`src/sv/scc_pkg.sv`:
```
// shared types and constants of the sector cache clock controller
// no dependencies; imported by every module of the block
package scc_pkg;

  // fixed field widths of the transaction payloads
  localparam int unsigned OP_W     = 2;
  localparam int unsigned SECTOR_W = 32;
  localparam int unsigned SLOT_W   = 6;

  // slots examined per lookup cycle, one tag bank each
  localparam int unsigned LANES  = 8;
  localparam int unsigned LANE_W = $clog2(LANES);

  // request codes
  typedef enum logic [OP_W-1:0] {
    OP_READ  = 2'd0,
    OP_WRITE = 2'd1,
    OP_FLUSH = 2'd2,
    OP_NONE  = 2'd3
  } op_e;

  // input transaction
  typedef struct packed {
    logic [OP_W-1:0]     op;
    logic [SECTOR_W-1:0] sector_number;
  } in_t;

  // result transaction
  typedef struct packed {
    logic [SLOT_W-1:0]   slot;
    logic                hit;
    logic                fill;
    logic                writeback_valid;
    logic [SLOT_W-1:0]   writeback_slot;
    logic [SECTOR_W-1:0] writeback_sector;
    logic                last;
  } out_t;

  // datapath commands issued by the controller
  typedef enum logic [3:0] {
    CMD_IDLE,
    CMD_START,
    CMD_SCAN,
    CMD_HIT,
    CMD_CLOCK,
    CMD_VREAD,
    CMD_INSTALL,
    CMD_FL_TAKE,
    CMD_FL_NEXT,
    CMD_FL_END
  } cmd_e;

  // datapath status seen by the controller
  typedef struct packed {
    logic out_free;
    logic scan_match;
    logic row_last;
    logic empty_known;
    logic ref_at_hand;
    logic pend_any;
    logic stage_valid;
  } dp_status_t;

endpackage

```
`src/sv/scc_ctrl.sv`:
```
// controller state machine of the sector cache clock controller
// depends on scc_pkg; drives datapath commands from datapath status
module scc_ctrl import scc_pkg::*; (
  input  logic            clk_i,
  input  logic            rst_ni,
  input  logic            in_valid_i,
  input  logic [OP_W-1:0] in_op_i,
  output logic            in_ready_o,
  input  dp_status_t      status_i,
  output cmd_e            cmd_o
);

  typedef enum logic [2:0] {
    S_IDLE,
    S_LOOKUP,
    S_HIT,
    S_CLOCK,
    S_VREAD,
    S_INSTALL,
    S_FLUSH,
    S_FL_END
  } state_e;

  state_e state_q, state_d;

  assign in_ready_o = (state_q == S_IDLE);

  // next state and command
  always_comb begin
    state_d = state_q;
    cmd_o   = CMD_IDLE;
    unique case (state_q)
      S_IDLE: begin
        if (in_valid_i) begin
          unique case (in_op_i) inside
            OP_READ, OP_WRITE: begin
              cmd_o   = CMD_START;
              state_d = S_LOOKUP;
            end
            OP_FLUSH: begin
              cmd_o   = CMD_START;
              state_d = S_FLUSH;
            end
            default: begin
              // unused code: taken and dropped
              state_d = S_IDLE;
            end
          endcase
        end
      end
      S_LOOKUP: begin
        cmd_o = CMD_SCAN;
        if (status_i.scan_match) begin
          state_d = S_HIT;
        end else if (status_i.row_last) begin
          state_d = status_i.empty_known ? S_INSTALL : S_CLOCK;
        end
      end
      S_HIT: begin
        if (status_i.out_free) begin
          cmd_o   = CMD_HIT;
          state_d = S_IDLE;
        end
      end
      S_CLOCK: begin
        cmd_o = CMD_CLOCK;
        if (!status_i.ref_at_hand) begin
          state_d = S_VREAD;
        end
      end
      S_VREAD: begin
        cmd_o   = CMD_VREAD;
        state_d = S_INSTALL;
      end
      S_INSTALL: begin
        if (status_i.out_free) begin
          cmd_o   = CMD_INSTALL;
          state_d = S_IDLE;
        end
      end
      S_FLUSH: begin
        if (status_i.pend_any) begin
          if (!status_i.stage_valid || status_i.out_free) begin
            cmd_o = CMD_FL_TAKE;
          end
        end else if (!status_i.row_last) begin
          cmd_o = CMD_FL_NEXT;
        end else begin
          state_d = S_FL_END;
        end
      end
      S_FL_END: begin
        if (status_i.out_free) begin
          cmd_o   = CMD_FL_END;
          state_d = S_IDLE;
        end
      end
      default: begin
        state_d = S_IDLE;
      end
    endcase
  end

  // state register
  always_ff @(posedge clk_i or negedge rst_ni) begin
    if (!rst_ni) begin
      state_q <= S_IDLE;
    end else begin
      state_q <= state_d;
    end
  end

endmodule

```
`src/sv/scc_dp.sv`:
```
// datapath of the sector cache clock controller: slot flags, banked tag store,
// clock hand, lookup and flush scan, flush staging and result register; uses scc_pkg
module scc_dp import scc_pkg::*; #(
  parameter int unsigned SLOTS       = 64,
  parameter int unsigned SECTOR_BITS = 32
) (
  input  logic       clk_i,
  input  logic       rst_ni,
  input  cmd_e       cmd_i,
  input  in_t        in_data_i,
  output dp_status_t status_o,
  input  logic       out_ready_i,
  output logic       out_valid_o,
  output out_t       out_data_o
);

  localparam int unsigned ROWS   = (SLOTS + LANES - 1) / LANES;
  localparam int unsigned PSLOTS = ROWS * LANES;
  localparam int unsigned IDX_W  = $clog2(PSLOTS);
  localparam int unsigned ROW_W  = (ROWS > 1) ? $clog2(ROWS) : 1;
  localparam logic [PSLOTS-1:0] EXISTS    = {PSLOTS{1'b1}} >> (PSLOTS - SLOTS);
  localparam logic [IDX_W-1:0]  LAST_SLOT = IDX_W'(SLOTS - 1);
  localparam logic [ROW_W-1:0]  LAST_ROW  = ROW_W'(ROWS - 1);

  // slot number from row and lane
  function automatic logic [IDX_W-1:0] slot_of(input logic [ROW_W-1:0]  r,
                                               input logic [LANE_W-1:0] l);
    return IDX_W'({r, l});
  endfunction

  // lowest set lane
  function automatic logic [LANE_W-1:0] first_lane(input logic [LANES-1:0] v);
    logic [LANE_W-1:0] r;
    r = '0;
    for (int i = LANES - 1; i >= 0; i--) begin
      if (v[i]) r = LANE_W'(i);
    end
    return r;
  endfunction

  // flush result for one written-back slot
  function automatic out_t wb_result(input logic [IDX_W-1:0]       s,
                                     input logic [SECTOR_BITS-1:0] tag,
                                     input logic                   last);
    out_t r;
    r                  = '0;
    r.slot             = SLOT_W'(s);
    r.writeback_valid  = 1'b1;
    r.writeback_slot   = SLOT_W'(s);
    r.writeback_sector = SECTOR_W'(tag);
    r.last             = last;
    return r;
  endfunction

  // control state
  logic [PSLOTS-1:0] valid_q, valid_d, dirty_q, dirty_d, ref_q, ref_d;
  logic [ROW_W-1:0]  row_q, row_d;
  logic [IDX_W-1:0]  hand_q, hand_d;
  logic              empty_found_q, empty_found_d;
  logic [LANES-1:0]  pend_q, pend_d;
  logic              stage_valid_q, stage_valid_d;
  logic              out_valid_q, out_valid_d;

  // payload state
  logic [SECTOR_BITS-1:0] sector_q, sector_d;
  logic                   write_q, write_d;
  logic [IDX_W-1:0]       tgt_q, tgt_d;
  logic [IDX_W-1:0]       stage_slot_q, stage_slot_d;
  logic [SECTOR_BITS-1:0] stage_tag_q, stage_tag_d;
  out_t                   out_q, out_d;

  // tag store ports
  logic                   rd_en, wr_en;
  logic [ROW_W-1:0]       rd_row, wr_row;
  logic [LANE_W-1:0]      wr_lane;
  logic [SECTOR_BITS-1:0] wr_tag;
  logic [SECTOR_BITS-1:0] rd_tag_q [LANES];

  // tag banks, one per lane, all read at the same row
  for (genvar l = 0; l < LANES; l++) begin : g_bank
    logic [SECTOR_BITS-1:0] mem [ROWS];
    always_ff @(posedge clk_i) begin
      if (wr_en && (wr_lane == LANE_W'(l))) begin
        mem[wr_row] <= wr_tag;
      end
      if (rd_en) begin
        rd_tag_q[l] <= mem[rd_row];
      end
    end
  end

  // row views of the flags
  logic [IDX_W-1:0]  row_base, next_base;
  logic [ROW_W-1:0]  row_inc;
  logic [PSLOTS-1:0] flushable;
  logic [LANES-1:0]  row_valid, row_empty, row_match;
  logic              match_any, empty_any;
  logic [LANE_W-1:0] match_lane, empty_lane, pend_lane, tgt_lane;
  logic [ROW_W-1:0]  tgt_row;
  logic [IDX_W-1:0]  hand_next, take_slot;
  logic              push;
  out_t              push_data;

  assign row_inc   = row_q + 1'b1;
  assign row_base  = slot_of(row_q, '0);
  assign next_base = slot_of(row_inc, '0);
  assign flushable = valid_q & dirty_q & EXISTS;
  assign row_valid = valid_q[row_base +: LANES] & EXISTS[row_base +: LANES];
  assign row_empty = ~valid_q[row_base +: LANES] & EXISTS[row_base +: LANES];

  // tag compare across the lanes of the row just read
  always_comb begin
    for (int l = 0; l < LANES; l++) begin
      row_match[l] = row_valid[l] && (rd_tag_q[l] == sector_q);
    end
  end

  assign match_any  = |row_match;
  assign empty_any  = |row_empty;
  assign match_lane = first_lane(row_match);
  assign empty_lane = first_lane(row_empty);
  assign pend_lane  = first_lane(pend_q);
  assign take_slot  = slot_of(row_q, pend_lane);
  assign tgt_lane   = tgt_q[LANE_W-1:0];
  assign tgt_row    = ROW_W'(tgt_q >> LANE_W);
  assign hand_next  = (hand_q == LAST_SLOT) ? '0 : hand_q + 1'b1;

  // command decode
  always_comb begin
    valid_d       = valid_q;
    dirty_d       = dirty_q;
    ref_d         = ref_q;
    row_d         = row_q;
    hand_d        = hand_q;
    empty_found_d = empty_found_q;
    pend_d        = pend_q;
    stage_valid_d = stage_valid_q;
    sector_d      = sector_q;
    write_d       = write_q;
    tgt_d         = tgt_q;
    stage_slot_d  = stage_slot_q;
    stage_tag_d   = stage_tag_q;
    rd_en         = 1'b0;
    rd_row        = row_q;
    wr_en         = 1'b0;
    wr_row        = tgt_row;
    wr_lane       = tgt_lane;
    wr_tag        = sector_q;
    push          = 1'b0;
    push_data     = '0;
    unique case (cmd_i)
      CMD_START: begin
        sector_d      = SECTOR_BITS'(in_data_i.sector_number);
        write_d       = (in_data_i.op == OP_WRITE);
        row_d         = '0;
        rd_en         = 1'b1;
        rd_row        = '0;
        empty_found_d = 1'b0;
        stage_valid_d = 1'b0;
        pend_d        = flushable[LANES-1:0];
      end
      CMD_SCAN: begin
        if (row_q != LAST_ROW) begin
          rd_en  = 1'b1;
          rd_row = row_inc;
          row_d  = row_inc;
        end
        if (match_any) begin
          tgt_d = slot_of(row_q, match_lane);
        end else if (!empty_found_q && empty_any) begin
          tgt_d         = slot_of(row_q, empty_lane);
          empty_found_d = 1'b1;
        end
      end
      CMD_HIT: begin
        ref_d[tgt_q] = 1'b1;
        if (write_q) dirty_d[tgt_q] = 1'b1;
        push           = 1'b1;
        push_data.slot = SLOT_W'(tgt_q);
        push_data.hit  = 1'b1;
        push_data.last = 1'b1;
      end
      CMD_CLOCK: begin
        if (ref_q[hand_q]) begin
          ref_d[hand_q] = 1'b0;
        end else begin
          tgt_d = hand_q;
        end
        hand_d = hand_next;
      end
      CMD_VREAD: begin
        rd_en  = 1'b1;
        rd_row = tgt_row;
      end
      CMD_INSTALL: begin
        wr_en          = 1'b1;
        valid_d[tgt_q] = 1'b1;
        dirty_d[tgt_q] = write_q;
        ref_d[tgt_q]   = 1'b1;
        push           = 1'b1;
        push_data.slot = SLOT_W'(tgt_q);
        push_data.fill = 1'b1;
        push_data.last = 1'b1;
        // an empty slot is never dirty, so only a victim writes back
        if (dirty_q[tgt_q]) begin
          push_data.writeback_valid  = 1'b1;
          push_data.writeback_slot   = SLOT_W'(tgt_q);
          push_data.writeback_sector = SECTOR_W'(rd_tag_q[tgt_lane]);
        end
      end
      CMD_FL_TAKE: begin
        if (stage_valid_q) begin
          push      = 1'b1;
          push_data = wb_result(stage_slot_q, stage_tag_q, 1'b0);
        end
        stage_valid_d      = 1'b1;
        stage_slot_d       = take_slot;
        stage_tag_d        = rd_tag_q[pend_lane];
        valid_d[take_slot] = 1'b0;
        dirty_d[take_slot] = 1'b0;
        ref_d[take_slot]   = 1'b0;
        pend_d[pend_lane]  = 1'b0;
      end
      CMD_FL_NEXT: begin
        row_d  = row_inc;
        rd_en  = 1'b1;
        rd_row = row_inc;
        pend_d = flushable[next_base +: LANES];
      end
      CMD_FL_END: begin
        push = 1'b1;
        if (stage_valid_q) begin
          push_data = wb_result(stage_slot_q, stage_tag_q, 1'b1);
        end else begin
          push_data.last = 1'b1;
        end
        stage_valid_d = 1'b0;
      end
      default: begin
        push = 1'b0;
      end
    endcase
  end

  // result register
  always_comb begin
    out_d       = push ? push_data : out_q;
    out_valid_d = push ? 1'b1 : (out_ready_i ? 1'b0 : out_valid_q);
  end

  always_ff @(posedge clk_i or negedge rst_ni) begin
    if (!rst_ni) begin
      valid_q       <= '0;
      dirty_q       <= '0;
      ref_q         <= '0;
      row_q         <= '0;
      hand_q        <= '0;
      empty_found_q <= 1'b0;
      pend_q        <= '0;
      stage_valid_q <= 1'b0;
      out_valid_q   <= 1'b0;
    end else begin
      valid_q       <= valid_d;
      dirty_q       <= dirty_d;
      ref_q         <= ref_d;
      row_q         <= row_d;
      hand_q        <= hand_d;
      empty_found_q <= empty_found_d;
      pend_q        <= pend_d;
      stage_valid_q <= stage_valid_d;
      out_valid_q   <= out_valid_d;
    end
  end

  // payload registers
  always_ff @(posedge clk_i) begin
    sector_q     <= sector_d;
    write_q      <= write_d;
    tgt_q        <= tgt_d;
    stage_slot_q <= stage_slot_d;
    stage_tag_q  <= stage_tag_d;
    out_q        <= out_d;
  end

  // status back to the controller
  assign status_o.out_free    = !out_valid_q || out_ready_i;
  assign status_o.scan_match  = match_any;
  assign status_o.row_last    = (row_q == LAST_ROW);
  assign status_o.empty_known = empty_found_q || empty_any;
  assign status_o.ref_at_hand = ref_q[hand_q];
  assign status_o.pend_any    = |pend_q;
  assign status_o.stage_valid = stage_valid_q;

  assign out_valid_o = out_valid_q;
  assign out_data_o  = out_q;

endmodule

```
`src/sv/sector_cache_clock_controller.sv`:
```
// Fully associative sector cache controller with clock replacement. One
// request is handled at a time. Tags sit in eight banks read a row of eight
// slots per cycle. A lookup scans the rows in order and stops at the first
// hit; a miss scans every row (ROWS = SLOTS/8 rounded up, 8 rows at 64 slots)
// and fills an empty slot if one was seen, else the clock hand clears the
// reference bits it passes until it finds an unreferenced victim, whose tag is
// read before the install. A flush visits every row and writes back each dirty
// slot, then gives a final result. The result register lets a new request be
// taken while the last result still waits; back-pressure on the result side
// stalls only the step that must deliver. No clearing pass follows reset.
// depends on scc_pkg, scc_ctrl and scc_dp
module sector_cache_clock_controller import scc_pkg::*; #(
  parameter int unsigned SLOTS       = 64,
  parameter int unsigned SECTOR_BITS = 32
) (
  input  logic clk_i,
  input  logic rst_ni,
  input  logic in_valid_i,
  output logic in_ready_o,
  input  in_t  in_data_i,
  output logic out_valid_o,
  input  logic out_ready_i,
  output out_t out_data_o
);

  cmd_e       cmd;
  dp_status_t status;

  // controller
  scc_ctrl u_ctrl (
    .clk_i      (clk_i),
    .rst_ni     (rst_ni),
    .in_valid_i (in_valid_i),
    .in_op_i    (in_data_i.op),
    .in_ready_o (in_ready_o),
    .status_i   (status),
    .cmd_o      (cmd)
  );

  // datapath
  scc_dp #(
    .SLOTS       (SLOTS),
    .SECTOR_BITS (SECTOR_BITS)
  ) u_dp (
    .clk_i       (clk_i),
    .rst_ni      (rst_ni),
    .cmd_i       (cmd),
    .in_data_i   (in_data_i),
    .status_o    (status),
    .out_ready_i (out_ready_i),
    .out_valid_o (out_valid_o),
    .out_data_o  (out_data_o)
  );

  // checks on controller and datapath cooperation
  logic in_acc;
  assign in_acc = in_valid_i && in_ready_o;

  a_busy_after_request: assert property (@(posedge clk_i) disable iff (!rst_ni)
    in_acc && (in_data_i.op == OP_READ || in_data_i.op == OP_WRITE ||
               in_data_i.op == OP_FLUSH) |=> !in_ready_o)
    else $error("request accepted but controller stayed ready");

  a_unused_op_dropped: assert property (@(posedge clk_i) disable iff (!rst_ni)
    in_acc && (in_data_i.op == OP_NONE) |=> in_ready_o)
    else $error("unused request code left the controller busy");

  a_push_into_free: assert property (@(posedge clk_i) disable iff (!rst_ni)
    (cmd == CMD_HIT || cmd == CMD_INSTALL || cmd == CMD_FL_END) |-> status.out_free)
    else $error("result pushed over an untaken result");

  a_stage_push_free: assert property (@(posedge clk_i) disable iff (!rst_ni)
    (cmd == CMD_FL_TAKE) && status.stage_valid |-> status.out_free)
    else $error("staged flush result pushed over an untaken result");

endmodule
```
`config.mk`:
```
export PLATFORM = sky130hd
export DESIGN_NAME = sector_cache_clock_controller
export DESIGN_NICKNAME = d
export VERILOG_FILES = /design/src/sv/scc_pkg.sv /design/src/sv/scc_ctrl.sv /design/src/sv/scc_dp.sv /design/src/sv/sector_cache_clock_controller.sv
export SDC_FILE = /design/constraint.sdc
export NUM_CORES = 2
export LEC_CHECK = 0
export BUFFER_PORTS_ARGS = -buffer_cell sky130_fd_sc_hd__buf_2
export CAP_MARGIN = 10
export CORE_MARGIN = 2
export CORE_UTILIZATION = 60
export DETAILED_ROUTE_END_ITERATION = 16
export HOLD_SLACK_MARGIN = 0.02
export PLACE_DENSITY = 0.76
export SLEW_MARGIN = 20
export SYNTH_ARGS = -nofsm -noshare
export SYNTH_HDL_FRONTEND = slang
export SYNTH_SLANG_ARGS = --single-unit
```
`constraint.sdc`:
```
create_clock -name clk_i -period 10.21 [get_ports clk_i]
set_input_delay 1.021 -clock clk_i [delete_from_list [all_inputs] [get_ports clk_i]]
set_output_delay 1.021 -clock clk_i [all_outputs]
set_load 0.02 [all_outputs]
```
* After elaboration in Yosys (flattened, before gate mapping)
Memory sizes are Yosys's and may differ from the RTL's. A register that Yosys moved wholly into a read port is not among the register bits.
Index checks and enable logic that the tools add are counted.
** Cells by class
- Bitwise operators :: 15
- Shifts and indexed selects :: 3
- Equality and inequality tests :: 48
- Magnitude comparators :: 8
- Reduce and logical (&&, ||, !) cells :: 54
- $add $sub $neg :: 2
- Mux-type cells :: 107
** Operators with widths (count)
- one-hot mux 64 bit (3 select lines) :: 2
- bitwise AND 64 bit :: 5
- equality test 32 bit :: 8
- bitwise OR 64 bit :: 3
- two-way mux 64 bit :: 2
- inverter 64 bit :: 2
- one-hot mux 64 bit (2 select lines) :: 1
- indexed part select 64 x 7 -> 8 bit :: 2
- one-hot mux 40 bit (3 select lines) :: 1
- two-way mux 3 bit :: 36
- bitwise mux 64 bit :: 1
- indexed part select 64 x 7 -> 8 bit, first input constant :: 1
- two-way mux 48 bit :: 1
- two-way mux 47 bit :: 1
- two-way mux 39 bit :: 1
- two-way mux 1 bit :: 33
- one-hot mux 4 bit (8 select lines) :: 1
- equality test 3 bit, second input constant :: 9
- bitwise AND 8 bit :: 3
- two-way mux 6 bit :: 4
- one-hot mux 8 bit (3 select lines) :: 1
- OR reduction 8 bit :: 3
- logical AND 1 bit :: 21
- less-than comparator 6 x 7 -> 1 bit, second input constant :: 3
- other kinds (43) :: 92
** Storage, ports and cells
- Memories :: 9
- Word-level logic and storage cells :: 267
- Register bits :: 308
- RAM bits :: 2304
- Bits of input ports :: 38
- Output and inout bits :: 50
** Memories
- u_dp.g_bank[0].mem :: words 8, bits a word 32, rd ports 1, clocked after Yosys merged registers in 0, wr ports 1, line scc_dp.sv:81 : logic [SECTOR_BITS-1:0] mem [ROWS];
- u_dp.g_bank[1].mem :: words 8, bits a word 32, rd ports 1, clocked after Yosys merged registers in 0, wr ports 1, line scc_dp.sv:81
- u_dp.g_bank[2].mem :: words 8, bits a word 32, rd ports 1, clocked after Yosys merged registers in 0, wr ports 1, line scc_dp.sv:81
- u_dp.g_bank[3].mem :: words 8, bits a word 32, rd ports 1, clocked after Yosys merged registers in 0, wr ports 1, line scc_dp.sv:81
- u_dp.g_bank[4].mem :: words 8, bits a word 32, rd ports 1, clocked after Yosys merged registers in 0, wr ports 1, line scc_dp.sv:81
- u_dp.g_bank[5].mem :: words 8, bits a word 32, rd ports 1, clocked after Yosys merged registers in 0, wr ports 1, line scc_dp.sv:81
- +3 memories

* Depth between registers and ports, before layout
- Depth in word-level cells :: 15
- Depth in mapped cells :: 14
- Gate-level depth less buffers :: 10

* By module
From an unflattened synthesis, not the netlist that was laid out.
** Unflattened totals
- Cells, all modules :: 9058
- Area total of the unflattened synthesis :: 111212.9 sq um
** Modules (own cells, without submodules)
- scc_dp :: times used 1, sequential area each 78305.1 sq um, area each 110757.5 sq um, cells each 8996
- scc_ctrl :: times used 1, sequential area each 75.1 sq um, area each 455.4 sq um, cells each 62

* Worst setup path before layout
OpenSTA, ideal clock, no wires.
- Path kind :: reg2reg
- Start point :: reg u_ctrl.state_q[1]
- End point :: mem u_dp.rd_tag_q[0][0], enable pin
- Data required time :: 9.602 ns
- Arrival time :: 7.561 ns
- Cell stages (with the launch flop) :: 8
- Path buffers :: 1
- Clock period less this slack :: 8.169 ns
- Setup slack :: 2.041 ns
- Cells stage by stage :: dfrtp_1 -> buf_2 -> nor3_1 -> nand3_1 -> inv_1 -> nor4_1 -> a21o_1 -> inv_1
** RTL lines
- from (decl) :: line scc_ctrl.sv:24 : state_e state_q, state_d;
- from (signal assigned) :: line scc_ctrl.sv:109 : state_q <= state_d;
- to (decl) :: line scc_dp.sv:77 : logic [SECTOR_BITS-1:0] rd_tag_q [LANES];

==> flow_summary.json <==
{
  "status": "completed",
  "hold_class": "in2async",
  "r2r_slack_ps": 4410,
  "start_kind": "register",
  "worstReg2RegStart": "u_ctrl.state_q[1]",
  "crit-reg2reg-capture": "u_dp.rd_tag_q[7][4]",
  "antenna_found_initial": 14,
  "wl_mm": 382,
  "die_x_um": 436,
  "ys_warn_count": 0,
  "nFillCells": 12700,
  "rsz0062_at_grt": "false",
  "grt_max_degree": 190,
  "hpwl_mm": 223,
  "io_buffers": 87,
  "worstPathMaxFanout": 181,
  "drive_gt1_share_pct": 9.75,
  "detailedPlace.worstSlack_ps": 4260,
  "skew_ps": 94.0,
  "syn_inst": 9352,
  "rows": 158,
  "period_share_pct": 56.8,
  "hold_violations": 0,
  "syn_area_um2": 112000,
  "mostFrequentLayoutCells": "nand2_1, edfxtp_1, nand3_1",
  "initialDrtViolationCount": 14500,
  "synth-seq-area-share_pct": 69.9,
  "synth_xor_area_share_pct": 2.02,
  "synth.avg_cell_area_um2": 12.0,
  "track_usage_pct": 39.5,
  "synthDominantCellAreaShare_pct": 65.0,
  "mostFrequentLayoutCell": "nand2_1",
  "grt_pass1_vias": 76200,
  "cts_tree": "yes",
  "p_leak_nw": 43.6,
  "cts_max_level": 5,
  "synth-simple-area-share_pct": 16.9,
  "gr-total-overflow": 0,
  "relSlewSlack_pct": 9.87,
  "fin_crit_ps": 5800,
  "gp_congestion": 1.02,
  "async_flop_share_pct": 8.12,
  "initial_core_util_pct": 60.4,
  "finish.utilization_pct": 67.0,
  "synth_cell_types": 68,
  "synth_fp_nets": 9394,
  "finalSetupViolations": 0,
  "synthFlopType": "edfxtp_1",
  "holdBufCountCts": 0,
  "finalPower_mw": 46.0,
  "area_delta_synth_final_pct": 10.9,
  "cts-root-buf": "clkbuf_16",
  "fin_nets": 9344,
  "synthTopCellsByArea": "edfxtp_1, nand2_1, nand3_1",
  "drc": 0,
  "worst_skew_pair.late_latency_ps": 970,
  "postCtsSetupRepairBufs": 0,
  "yosys_register_bits": 2647,
  "vias_per_cell": 6.79,
  "muxShareOfSynthArea_pct": 2.68,
  "critPathKind": "reg2reg",
  "via_count": 81400,
  "finalSetupTns_ps": 0,
  "power_density_nw_per_um2": 370,
  "cp.arrival_ps": 6550,
  "cts_made_buffers": 283,
  "worstRegToRegCells": 13,
  "slew_viol_final": 0,
  "synth_top_family_by_area": "simple AND/OR/NAND/NOR gates",
  "worstSetupEndpointType": "register",
  "yosysTopAreaCell": "edfxtp_1",
  "io_pins": 88,
  "cap_violations": 0,
  "hold-worst-slack_ps": 117,
  "setup_slack_ps": 4410,
  "clkTransAtPathRegs_ps": 70,
  "clock_path_buffers": 4,
  "worstMarginPinSlew_ps": 1340,
  "grt_pass1_wl_mm": 542,
  "final_antenna_net_count": 0,
  "cts_num_sinks": 2647,
  "cts_resized": 0,
  "ir_drop_uv": 514,
  "cp.required_ps": 10960,
  "die_area_um2": 190000,
  "synth_edf_count": 2429,
  "fmax_ghz": 0.172,
  "core_area_um2": 186000,
  "synthAdderAreaFrac_pct": 0.0446,
  "drtPass1Iterations": 9,
  "synth_compound_area_share_pct": 5.96,
  "die_y_um": 436,
  "wl_per_cell_um": 31.9
}
-- synthesized netlist by cell type, types with 9 or more instances --
library cell and count:
nand2_1 2704, edfxtp_1 2429, nand3_1 1352, clkbuf_1 357, o21ai_0 318, a21oi_1 267
o21ai_1 244, buf_2 231, dfrtp_1 215, nor2_1 187, xnor2_1 162, mux4_2 106
xor2_1 97, o211ai_1 61, buf_1 55, nand4_1 50, a31oi_1 47, mux2i_1 46
nor4_1 39, a221oi_1 37, o31ai_1 34, and3_1 31, a21o_1 27, a22oi_1 26
a222oi_1 23, nor3_1 20, mux2_2 14, o22ai_1 14, a22o_1 13, inv_1 13
nand3b_1 13, nor2b_1 9, or4_1 9
-- through the flow --
step	std cells	area [µm²]
2_1_floorplan	9352	112000
6_report	12000	124000
4_1_cts	12000	124000
3_3_place_gp	11500	116000
3_5_place_dp	11500	116000
5_1_grt	12000	124000
-- critical path, cell delays in order (launching register included) --
cell and delay [ps]:
dfrtp_1 570, nor3_1 300, nand3_1 470, inv_2 260
buf_4 510, nor4_1 180, mux2_2 350, a211oi_4 560
buf_12 520, buf_4 920, nand2_1 210, nand3_1 150
nand3_1 110, o21ai_1 160
-- state kept, by name, summed over array words and instances (netlist names), named ones only --
name and cells:
u_dp.g_bank.mem 2048, u_dp.rd_tag_q 256, u_dp.dirty_q 64, u_dp.ref_q 64, u_dp.valid_q 64, u_dp.out_data_o 48
u_dp.sector_q 32, u_dp.stage_tag_q 32, u_dp.pend_q 8, u_dp.hand_q 6, u_dp.stage_slot_q 6, u_dp.tgt_q 6
u_ctrl.state_q 3, u_dp.row_q 3, u_dp.empty_found_q 1, u_dp.out_valid_o 1, u_dp.stage_valid_q 1, u_dp.write_q 1
-- cell type report --
class / instances / area, µm² / share of cell area [%]
repair buffers: 311 / 2340 / 1.88
flip-flops and latches: 2647 / 78400 / 63.0
inverters: 19 / 81.3 / 0.0654
clock buffers: 334 / 7450 / 5.99
diodes: 5 / 12.5 / 0.0101
multi-input cells: 6040 / 31800 / 25.5
well taps: 2480 / 3100 / 2.49
clock inverters: 154 / 1240 / 0.994
-- power by group --
group	switching, mW	leakage, nW	internal (mW)
clock	4.17	4.23	5.66
sequential	2.37	24.7	14.1
combinational	14.0	14.7	5.76
-- routing by layer --
| layer | track usage (%) | routed length, µm | up-vias |
|---|---|---|---|
| li1 | - | - | 33700 |
| met1 | 52.3 | 131000 | 39900 |
| met2 | 56.4 | 163000 | 6451 |
| met3 | 12.6 | 56900 | 1382 |
| met4 | 26.5 | 31500 | 8 |
| met5 | 0 | 155 | - |
-- logic make-up (layout without fill, tap and decap cells) --
group | after synthesis | after routing
AO/OA/AOI/OAI | 1154 | 1154
XOR/XNOR | 259 | 259
adder cells (fa/ha/maj) | 4 | 4
buffers and inverters | 665 | 818
flip-flops | 2647 | 2647
multiplexers | 166 | 166
other | 0 | 5
AND/OR/NAND/NOR | 4457 | 4457
-- worst max path at each step --
stage                      startpoint  depth (start not counted)  slack, ps                    to
detailed placement      in_data_i[33]                         14       4260  u_dp.rd_tag_q[6][24]
global placement        in_data_i[33]                         14       4480   u_dp.rd_tag_q[7][1]
floorplan           u_ctrl.state_q[1]                          7       2040   u_dp.rd_tag_q[0][0]
finish              u_ctrl.state_q[1]                         13       4410   u_dp.rd_tag_q[7][4]
global route        u_ctrl.state_q[2]                         13       4240   u_dp.rd_tag_q[7][4]
CTS                 u_ctrl.state_q[2]                         13       4520  u_dp.rd_tag_q[7][21]
(Power assumes the default switching activity.)
